[src/design/gbns_pkg.sv]
package gbns_pkg;

  // Cap on outstanding packets. Credits and free_credits are 8 bits wide.
  localparam int unsigned MAX_WINDOW = 128;

  localparam logic [15:0] RESET_PAYLOAD = 16'd1023;
  localparam logic [7:0]  RESET_WINDOW  = 8'd100;
  localparam logic [15:0] RESET_TIMEOUT = 16'd10000;

  localparam int unsigned CFG_IDX_W  = 3;
  localparam int unsigned CFG_DATA_W = 32;

  localparam logic [CFG_IDX_W-1:0] REG_TOTAL_BYTES   = 3'd0;
  localparam logic [CFG_IDX_W-1:0] REG_TOTAL_PACKETS = 3'd1;
  localparam logic [CFG_IDX_W-1:0] REG_MAX_PAYLOAD   = 3'd2;
  localparam logic [CFG_IDX_W-1:0] REG_WINDOW_LIMIT  = 3'd3;
  localparam logic [CFG_IDX_W-1:0] REG_TIMEOUT_TICKS = 3'd4;

  typedef enum logic [1:0] {
    CMD_START = 2'd0,
    CMD_SEND  = 2'd1,
    CMD_ACK   = 2'd2,
    CMD_TICK  = 2'd3
  } cmd_e;

  typedef struct packed {
    logic [31:0] total_bytes;
    logic [31:0] total_packets;
    logic [15:0] max_payload;
    logic [7:0]  window_limit;
    logic [15:0] timeout_ticks;
  } cfg_t;

  typedef struct packed {
    logic        packet_valid;
    logic [31:0] seq_number;
    logic [31:0] byte_offset;
    logic [15:0] payload_size;
    logic        went_back;
    logic        all_acked;
    logic [7:0]  free_credits;
  } res_t;

endpackage

[src/design/gbns_cfg.sv]
module gbns_cfg (
  input  logic                                  clk_i,
  input  logic                                  rst_ni,
  input  logic                                  cfg_we_i,
  input  logic [gbns_pkg::CFG_IDX_W-1:0]        cfg_index_i,
  input  logic [gbns_pkg::CFG_DATA_W-1:0]       cfg_data_i,
  output gbns_pkg::cfg_t                        cfg_o
);

  gbns_pkg::cfg_t cfg_q;

  always_ff @(posedge clk_i or negedge rst_ni) begin
    if (!rst_ni) begin
      cfg_q.total_bytes   <= '0;
      cfg_q.total_packets <= '0;
      cfg_q.max_payload   <= gbns_pkg::RESET_PAYLOAD;
      cfg_q.window_limit  <= gbns_pkg::RESET_WINDOW;
      cfg_q.timeout_ticks <= gbns_pkg::RESET_TIMEOUT;
    end else if (cfg_we_i) begin
      case (cfg_index_i)
        gbns_pkg::REG_TOTAL_BYTES:   cfg_q.total_bytes   <= cfg_data_i;
        gbns_pkg::REG_TOTAL_PACKETS: cfg_q.total_packets <= cfg_data_i;
        gbns_pkg::REG_MAX_PAYLOAD:   cfg_q.max_payload   <= cfg_data_i[15:0];
        gbns_pkg::REG_WINDOW_LIMIT:  cfg_q.window_limit  <= cfg_data_i[7:0];
        gbns_pkg::REG_TIMEOUT_TICKS: cfg_q.timeout_ticks <= cfg_data_i[15:0];
        default: ;
      endcase
    end
  end

  assign cfg_o = cfg_q;

endmodule

[src/design/gbns_core.sv]
module gbns_core #(
  parameter int unsigned MaxWindow = gbns_pkg::MAX_WINDOW
) (
  input  logic             clk_i,
  input  logic             rst_ni,
  input  logic             fire_i,
  input  logic [1:0]       command_i,
  input  logic [31:0]      ack_number_i,
  input  gbns_pkg::cfg_t   cfg_i,
  output gbns_pkg::res_t   res_o
);

  localparam logic [7:0] CapLimit = (MaxWindow > 255) ? 8'd255 : 8'(MaxWindow);

  logic [31:0] base_seq_q, base_seq_d;
  logic [31:0] next_seq_q, next_seq_d;
  logic [31:0] send_offset_q, send_offset_d;
  logic [31:0] acked_offset_q, acked_offset_d;
  logic [31:0] bytes_unsent_q, bytes_unsent_d;
  logic [31:0] bytes_unacked_q, bytes_unacked_d;
  logic [7:0]  credits_q, credits_d;
  logic [15:0] idle_ticks_q, idle_ticks_d;

  logic [7:0]  cap, room;
  logic        done;
  logic [15:0] send_size;
  logic [31:0] ack_count, ack_tail, ack_min, tick_gap;
  logic [7:0]  ack_give, tick_give;
  logic [47:0] rel_full;
  logic [31:0] ack_rel;
  logic [15:0] idle_inc;
  gbns_pkg::cmd_e cmd;

  assign cmd  = gbns_pkg::cmd_e'(command_i);
  assign cap  = (cfg_i.window_limit < CapLimit) ? cfg_i.window_limit : CapLimit;
  assign room = (credits_q < cap) ? cap - credits_q : 8'd0;
  assign done = base_seq_q >= cfg_i.total_packets;

  assign send_size = (bytes_unsent_q < {16'd0, cfg_i.max_payload}) ?
                     bytes_unsent_q[15:0] : cfg_i.max_payload;

  // Ack path: credits back capped by window room and packets left; bytes released
  // capped by what is still unacked.
  assign ack_count = ack_number_i - base_seq_q + 32'd1;
  assign ack_tail  = cfg_i.total_packets - ack_number_i;
  assign ack_min   = (ack_count < ack_tail) ? ack_count : ack_tail;
  assign ack_give  = (ack_min < {24'd0, room}) ? ack_min[7:0] : room;
  assign rel_full  = ack_count * {16'd0, cfg_i.max_payload};
  assign ack_rel   = (rel_full < {16'd0, bytes_unacked_q}) ? rel_full[31:0] : bytes_unacked_q;

  assign idle_inc  = (idle_ticks_q == 16'hFFFF) ? idle_ticks_q : idle_ticks_q + 16'd1;
  assign tick_gap  = cfg_i.total_packets - base_seq_q;
  assign tick_give = (tick_gap < {24'd0, room}) ? tick_gap[7:0] : room;

  always_comb begin
    base_seq_d      = base_seq_q;
    next_seq_d      = next_seq_q;
    send_offset_d   = send_offset_q;
    acked_offset_d  = acked_offset_q;
    bytes_unsent_d  = bytes_unsent_q;
    bytes_unacked_d = bytes_unacked_q;
    credits_d       = credits_q;
    idle_ticks_d    = idle_ticks_q;
    res_o.packet_valid = 1'b0;
    res_o.seq_number   = '0;
    res_o.byte_offset  = '0;
    res_o.payload_size = '0;
    res_o.went_back    = 1'b0;

    if (cmd == gbns_pkg::CMD_START) begin
      base_seq_d      = '0;
      next_seq_d      = '0;
      send_offset_d   = '0;
      acked_offset_d  = '0;
      bytes_unsent_d  = cfg_i.total_bytes;
      bytes_unacked_d = cfg_i.total_bytes;
      credits_d       = (cfg_i.total_packets < {24'd0, cap}) ?
                        cfg_i.total_packets[7:0] : cap;
      idle_ticks_d    = '0;
    end else if (!done) begin
      case (cmd)
        gbns_pkg::CMD_SEND: begin
          if (credits_q != 8'd0) begin
            credits_d = credits_q - 8'd1;
            if (bytes_unsent_q != 32'd0) begin
              res_o.packet_valid = 1'b1;
              res_o.seq_number   = next_seq_q;
              res_o.byte_offset  = send_offset_q;
              res_o.payload_size = send_size;
              send_offset_d  = send_offset_q + {16'd0, send_size};
              bytes_unsent_d = bytes_unsent_q - {16'd0, send_size};
              next_seq_d     = next_seq_q + 32'd1;
            end
          end
        end
        gbns_pkg::CMD_ACK: begin
          if (ack_number_i >= base_seq_q && ack_number_i < cfg_i.total_packets) begin
            credits_d       = credits_q + ack_give;
            bytes_unacked_d = bytes_unacked_q - ack_rel;
            acked_offset_d  = acked_offset_q + ack_rel;
            base_seq_d      = ack_number_i + 32'd1;
            idle_ticks_d    = '0;
          end
        end
        gbns_pkg::CMD_TICK: begin
          idle_ticks_d = idle_inc;
          if (idle_inc >= cfg_i.timeout_ticks) begin
            next_seq_d      = base_seq_q;
            send_offset_d   = acked_offset_q;
            bytes_unsent_d  = bytes_unacked_q;
            credits_d       = credits_q + tick_give;
            idle_ticks_d    = '0;
            res_o.went_back = 1'b1;
          end
        end
        default: ;
      endcase
    end

    res_o.all_acked    = base_seq_d >= cfg_i.total_packets;
    res_o.free_credits = credits_d;
  end

  always_ff @(posedge clk_i or negedge rst_ni) begin
    if (!rst_ni) begin
      base_seq_q      <= '0;
      next_seq_q      <= '0;
      send_offset_q   <= '0;
      acked_offset_q  <= '0;
      bytes_unsent_q  <= '0;
      bytes_unacked_q <= '0;
      credits_q       <= '0;
      idle_ticks_q    <= '0;
    end else if (fire_i) begin
      base_seq_q      <= base_seq_d;
      next_seq_q      <= next_seq_d;
      send_offset_q   <= send_offset_d;
      acked_offset_q  <= acked_offset_d;
      bytes_unsent_q  <= bytes_unsent_d;
      bytes_unacked_q <= bytes_unacked_d;
      credits_q       <= credits_d;
      idle_ticks_q    <= idle_ticks_d;
    end
  end

endmodule

[src/design/go_back_n_sender_window.sv]
// Channel   Direction  Handshake               Payload
// -------   ---------  ----------------------  ----------------------------------------
// in        input      in_valid_i / in_stall_o  command_i, ack_number_i
// out       output     out_valid_o / out_stall_i packet_valid_o, seq_number_o, byte_offset_o,
//                                               payload_size_o, went_back_o, all_acked_o,
//                                               free_credits_o
// cfg       input      cfg_we_i                 cfg_index_i, cfg_data_i
//
// One item per cycle sustained while out_stall_i is low. An accepted item sits in the input
// register; when it fires, its result is loaded into the result register and out_valid_o
// rises with that load. The window state updates on that same edge, so the next item
// sees it. Reset clears all window counters and loads register defaults; no clearing pass.
// A stall at the output holds the result register and backs up into in_stall_o.
module go_back_n_sender_window #(
  parameter int unsigned MaxWindow = gbns_pkg::MAX_WINDOW
) (
  input  logic                              clk_i,
  input  logic                              rst_ni,
  // input items
  input  logic                              in_valid_i,
  output logic                              in_stall_o,
  input  logic [1:0]                        command_i,
  input  logic [31:0]                       ack_number_i,
  // result items
  output logic                              out_valid_o,
  input  logic                              out_stall_i,
  output logic                              packet_valid_o,
  output logic [31:0]                       seq_number_o,
  output logic [31:0]                       byte_offset_o,
  output logic [15:0]                       payload_size_o,
  output logic                              went_back_o,
  output logic                              all_acked_o,
  output logic [7:0]                        free_credits_o,
  // register writes
  input  logic                              cfg_we_i,
  input  logic [gbns_pkg::CFG_IDX_W-1:0]    cfg_index_i,
  input  logic [gbns_pkg::CFG_DATA_W-1:0]   cfg_data_i
);

  gbns_pkg::cfg_t cfg;
  gbns_pkg::res_t res;
  gbns_pkg::res_t res_q;

  // input register
  logic        in_valid_q;
  logic [1:0]  command_q;
  logic [31:0] ack_number_q;
  logic        out_valid_q;

  // The item in the input register moves on whenever the result register is free or
  // being emptied this cycle.
  logic advance;
  logic fire;

  assign advance    = !out_valid_q || !out_stall_i;
  assign fire       = in_valid_q && advance;
  assign in_stall_o = in_valid_q && !advance;

  always_ff @(posedge clk_i or negedge rst_ni) begin
    if (!rst_ni) begin
      in_valid_q  <= 1'b0;
      out_valid_q <= 1'b0;
    end else begin
      if (!in_stall_o) begin
        in_valid_q <= in_valid_i;
      end
      if (advance) begin
        out_valid_q <= in_valid_q;
      end
    end
  end

  always_ff @(posedge clk_i) begin
    if (in_valid_i && !in_stall_o) begin
      command_q    <= command_i;
      ack_number_q <= ack_number_i;
    end
    if (fire) begin
      res_q <= res;
    end
  end

  gbns_cfg u_cfg (
    .clk_i       (clk_i),
    .rst_ni      (rst_ni),
    .cfg_we_i    (cfg_we_i),
    .cfg_index_i (cfg_index_i),
    .cfg_data_i  (cfg_data_i),
    .cfg_o       (cfg)
  );

  // Window state and the per-command update
  gbns_core #(
    .MaxWindow (MaxWindow)
  ) u_core (
    .clk_i        (clk_i),
    .rst_ni       (rst_ni),
    .fire_i       (fire),
    .command_i    (command_q),
    .ack_number_i (ack_number_q),
    .cfg_i        (cfg),
    .res_o        (res)
  );

  assign out_valid_o    = out_valid_q;
  assign packet_valid_o = res_q.packet_valid;
  assign seq_number_o   = res_q.seq_number;
  assign byte_offset_o  = res_q.byte_offset;
  assign payload_size_o = res_q.payload_size;
  assign went_back_o    = res_q.went_back;
  assign all_acked_o    = res_q.all_acked;
  assign free_credits_o = res_q.free_credits;

endmodule
[config.mk]
export PLATFORM = sky130hd
export DESIGN_NAME = go_back_n_sender_window
export DESIGN_NICKNAME = d
export VERILOG_FILES = /design/src/design/gbns_pkg.sv /design/src/design/gbns_cfg.sv /design/src/design/gbns_core.sv /design/src/design/go_back_n_sender_window.sv
export SDC_FILE = /design/constraint.sdc
export NUM_CORES = 2
export LEC_CHECK = 0
export CORE_ASPECT_RATIO = 2
export CORE_MARGIN = 8
export CORE_UTILIZATION = 25
export DETAILED_ROUTE_END_ITERATION = 16
export DONT_BUFFER_PORTS = 1
export GPL_TIMING_DRIVEN = 1
export SYNTH_ARGS = -nofsm -noshare
export SYNTH_HDL_FRONTEND = slang
export SYNTH_SLANG_ARGS = --single-unit
[constraint.sdc]
create_clock -name clk_i -period 14.65 [get_ports clk_i]
set_input_delay 1.465 -clock clk_i [delete_from_list [all_inputs] [get_ports clk_i]]
set_output_delay 1.465 -clock clk_i [all_outputs]
set_load 0.005 [all_outputs]
==> impl_summary.md <==
Routing
The post-detailed-route count of antenna-violating nets is 0. The length of the first detailed-routing pass in iterations is 6. The DRC violation count after routing is 0. The wire length per cell after detailed routing is 21.4 microns. The via density per instance is 5.13. The overall routed net length is 199000 microns.

The routed via count is 47900. In this run, the number of DRC markers left after iteration 0 of detailed routing was 4195.

Critical path
The worst path buffer plus inverter count is 11. The worst setup path is of the reg -> reg kind. The cell type group with the largest total delay on the critical path is compound AO/OA/AOI/OAI gates. The slowest cell on the critical path is sky130_fd_sc_hd__fa_2. STA classifies the critical path endpoint as a register.

The startpoint type of the worst setup path is a register. The largest single stage delay on the critical path is 550 ps. In this run the worst setup path begins at u_core.base_seq_q[4].

Data arrives at the worst endpoint at 14680 ps. Among the stages of the critical path, the cell type that occurs most often is sky130_fd_sc_hd__inv_1. Along the worst path, the maximum fanout reaches 4.

The data required time of the critical path is 15230 ps. The reg-to-reg critical path startpoint is u_core.base_seq_q[4].

Clock tree
The number of clock buffers added by TritonCTS is 53. The worst-case clock buffer depth is 3. After clock tree synthesis, the flow added hold-fix buffers numbering 0. The tree built by TritonCTS fans out to 447 sinks. The CTS tree is yes. The buffer type at the clock tree root is sky130_fd_sc_hd__clkbuf_16. At the later pin of the worst-skew pair, clock insertion delay measures 700 ps.

Clock-pin slew was measured on the worst setup and hold paths at 70 ps. The H-tree generated during clock tree synthesis spans 2 levels.

Timing
Final hold analysis gives a worst-case slack of 477 ps. Once routing completed, OpenROAD measured the worst setup slack at 552 ps. At the pin with the least slew margin, the transition time is 1250 ps. Across the routed clock network, the largest skew measured is 79.8 ps. The number of hold-slack violations in the final timing report is 0. The worst path uses 96.2% of the clock period. The final-report max-slew violation count is 0.

The final count of negative-setup-slack endpoints is 0. The worst pin sits at a relative slew slack of 16.2%. Static timing analysis puts the maximum clock frequency at 70.9 MHz.

The minimum period implied by the final worst setup slack is 14100 ps. Summed over all failing endpoints, the final setup total negative slack is 0 ps.

GRT
The total overflow left after global routing is 0. The layer flagged by global routing as most heavily used is met2. The via count of the first global-routing pass is 47400. The wire length of the first global-routing pass is 300000 microns. For this run, global-route usage on met1 was measured as 22.7%. The routing usage on met3 is 4.34%. The total track usage is 16.9%. The number of antenna violations at the first check in global routing came to 17. The pin count of the biggest net entering global routing is 323. The met2 track utilization from global routing is 26.0%.

Synth
The gate count of the mapped netlist is 6348. The share of the synthesized area in the top cell type is 16.6%. In the synthesized netlist the async set-or-reset flop fraction comes to 72.0%. The average instance in the mapped netlist occupies 8.41 sq um. The commonest cells after synthesis are 843 x sky130_fd_sc_hd__inv_1, 774 x sky130_fd_sc_hd__nand2_1, 521 x sky130_fd_sc_hd__ha_1. The part of the Yosys area used for sequential elements is 22.2%. The synthesis warning total is 0. The synthesized design contains 125 enable-type register cells. The count of cell types in the netlist is 100. The leading area contributor after synthesis is sky130_fd_sc_hd__fa_1. Synthesis produced a netlist with a net count of 7386. The dominant cell by count in the synthesized netlist is sky130_fd_sc_hd__inv_1.

The most used flip-flop cell after synthesis is sky130_fd_sc_hd__dfrtp_1. Sorting the synthesized cells by area gives the leading types as sky130_fd_sc_hd__fa_1 17%, sky130_fd_sc_hd__dfrtp_1 14%, sky130_fd_sc_hd__ha_1 12%. The post-synthesis instance area is 53400 sq um. The synthesized design contains 447 register bits.

Place
The count of port buffers added during placement is 0. Including well taps, the total number of placed cells is 9203. The HPWL after detailed placement is 157000 microns. At the placement stage, the worst setup path has a slack of -322 ps. The congestion estimate from routability-driven global placement came to 0.954.

Finish
From synthesis to final layout, the design area changed by 14.4%. The filler cells instantiated in the layout total 22700. The ratio of cells with drive above 1 in the final layout is 9.85%. The net count reported at finish is 7529.

The final standard cell count with taps included and fillers excluded is 9333. The multi-input logic area is 37800 sq um. In the final layout, flip-flops and latches occupy 11800 sq um.

Floorplanning
The floorplan die area is 229000 sq um. The chip width is 343 microns. The standard cell core area is 213000 sq um. Measured along the y axis, the die boundary spans 669 microns. For this configuration, the core starts out at a cell density of 25.1%.

In this run the count of I/O pins placed on the die edge is 167. The placement row count is 240.

Worst hold path
The path class of the tightest hold or removal check is in -> async.

Outcome
The run finished with clean final reports.

Flow run
Across the run, the number of max-cap violations was 0.
-- sequential cells by signal, indices dropped and copies added (netlist names), 2 cells and up --
signal,cells
u_cfg.cfg_o,104
ack_number_q,32
byte_offset_o,32
seq_number_o,32
u_core.acked_offset_q,32
u_core.base_seq_q,32
u_core.bytes_unacked_q,32
u_core.bytes_unsent_q,32
u_core.next_seq_q,32
u_core.send_offset_q,32
payload_size_o,16
u_core.idle_ticks_q,16
free_credits_o,8
u_core.credits_q,8
command_q,2
-- metal layers --
layer | wire, microns | vias up
met1 | 84600 | 23700
met2 | 87100 | 1941
met4 | 8230 | 8
li1 | - | 21900
met3 | 19300 | 389
met5 | 59 | -
-- final timing paths --
kind,depth (start not counted),end,slack [ps]
min,0,u_core.send_offset_q[15],480
min reg2reg,1,u_cfg.cfg_o[17],500
max in group asynchronous,0,u_core.credits_q[3],13450
max reg2reg,63,u_core.bytes_unacked_q[30],550
min in group clk_i,1,u_cfg.cfg_o[17],500
max,63,u_core.bytes_unacked_q[30],550
-- worst reg2reg max path: cells and delay by family (launching register included) --
kind	cells	cell delay, ps
adders and majority gates	12	4890
AOI/OAI and AO/OA	26	5120
and+or+nand+nor	11	2090
buffers and inverters	11	1180
xor gates and xnor gates	3	410
DFF	1	370
-- timing repair --
item                                    4_1_cts  5_1_grt
endpoints found under the setup margin        7       28
buffers inserted                              3       12
cloned                                        0        1
gates resized for setup                      10       82
pin swaps                                     2       38
-- layout make-up --
class / instances / share of cell area, %
diodes: 14 / 0.0574
clock buffers: 72 / 2.37
clock inverters: 28 / 0.734
inverters: 850 / 5.23
multi-input cells: 4774 / 61.9
flip-flops and latches: 447 / 19.4
well taps: 2783 / 5.70
repair buffers: 365 / 4.63
-- metrics by stage --
step / utilization [%] / area [sq um]
after floorplan: - / 53400
after global placement: 27.5 / 58600
after detailed placement: 27.5 / 58600
after CTS: 28.5 / 60600
after global routing: 28.7 / 61000
final: 28.7 / 61100
-- logic make-up after synthesis --
group                    count (synthesis)  synth area share [%]
adder cells (fa/ha/maj)                964                  28.8
AO/OA/AOI/OAI                         1487                  17.8
XOR/XNOR                               235                  3.89
buffers and inverters                 1127                  7.93
multiplexers                            95                  1.90
flip-flops                             447                  22.2
AND/OR/NAND/NOR                       1993                  17.4
-- placed cells by master, fill, tap and decap left out, types with 175 or more instances in the layout --
cell,count
sky130_fd_sc_hd__inv_1,841
sky130_fd_sc_hd__nand2_1,771
sky130_fd_sc_hd__ha_1,520
sky130_fd_sc_hd__fa_1,439
sky130_fd_sc_hd__a21oi_1,398
sky130_fd_sc_hd__nor2_1,390
sky130_fd_sc_hd__o21ai_0,355
sky130_fd_sc_hd__buf_4,353
sky130_fd_sc_hd__dfrtp_1,304
sky130_fd_sc_hd__and2_1,214
sky130_fd_sc_hd__nand3_1,175
Power is not shown: default switching activity piles up to over one toggle a cycle in this logic, so the estimate is an artifact.
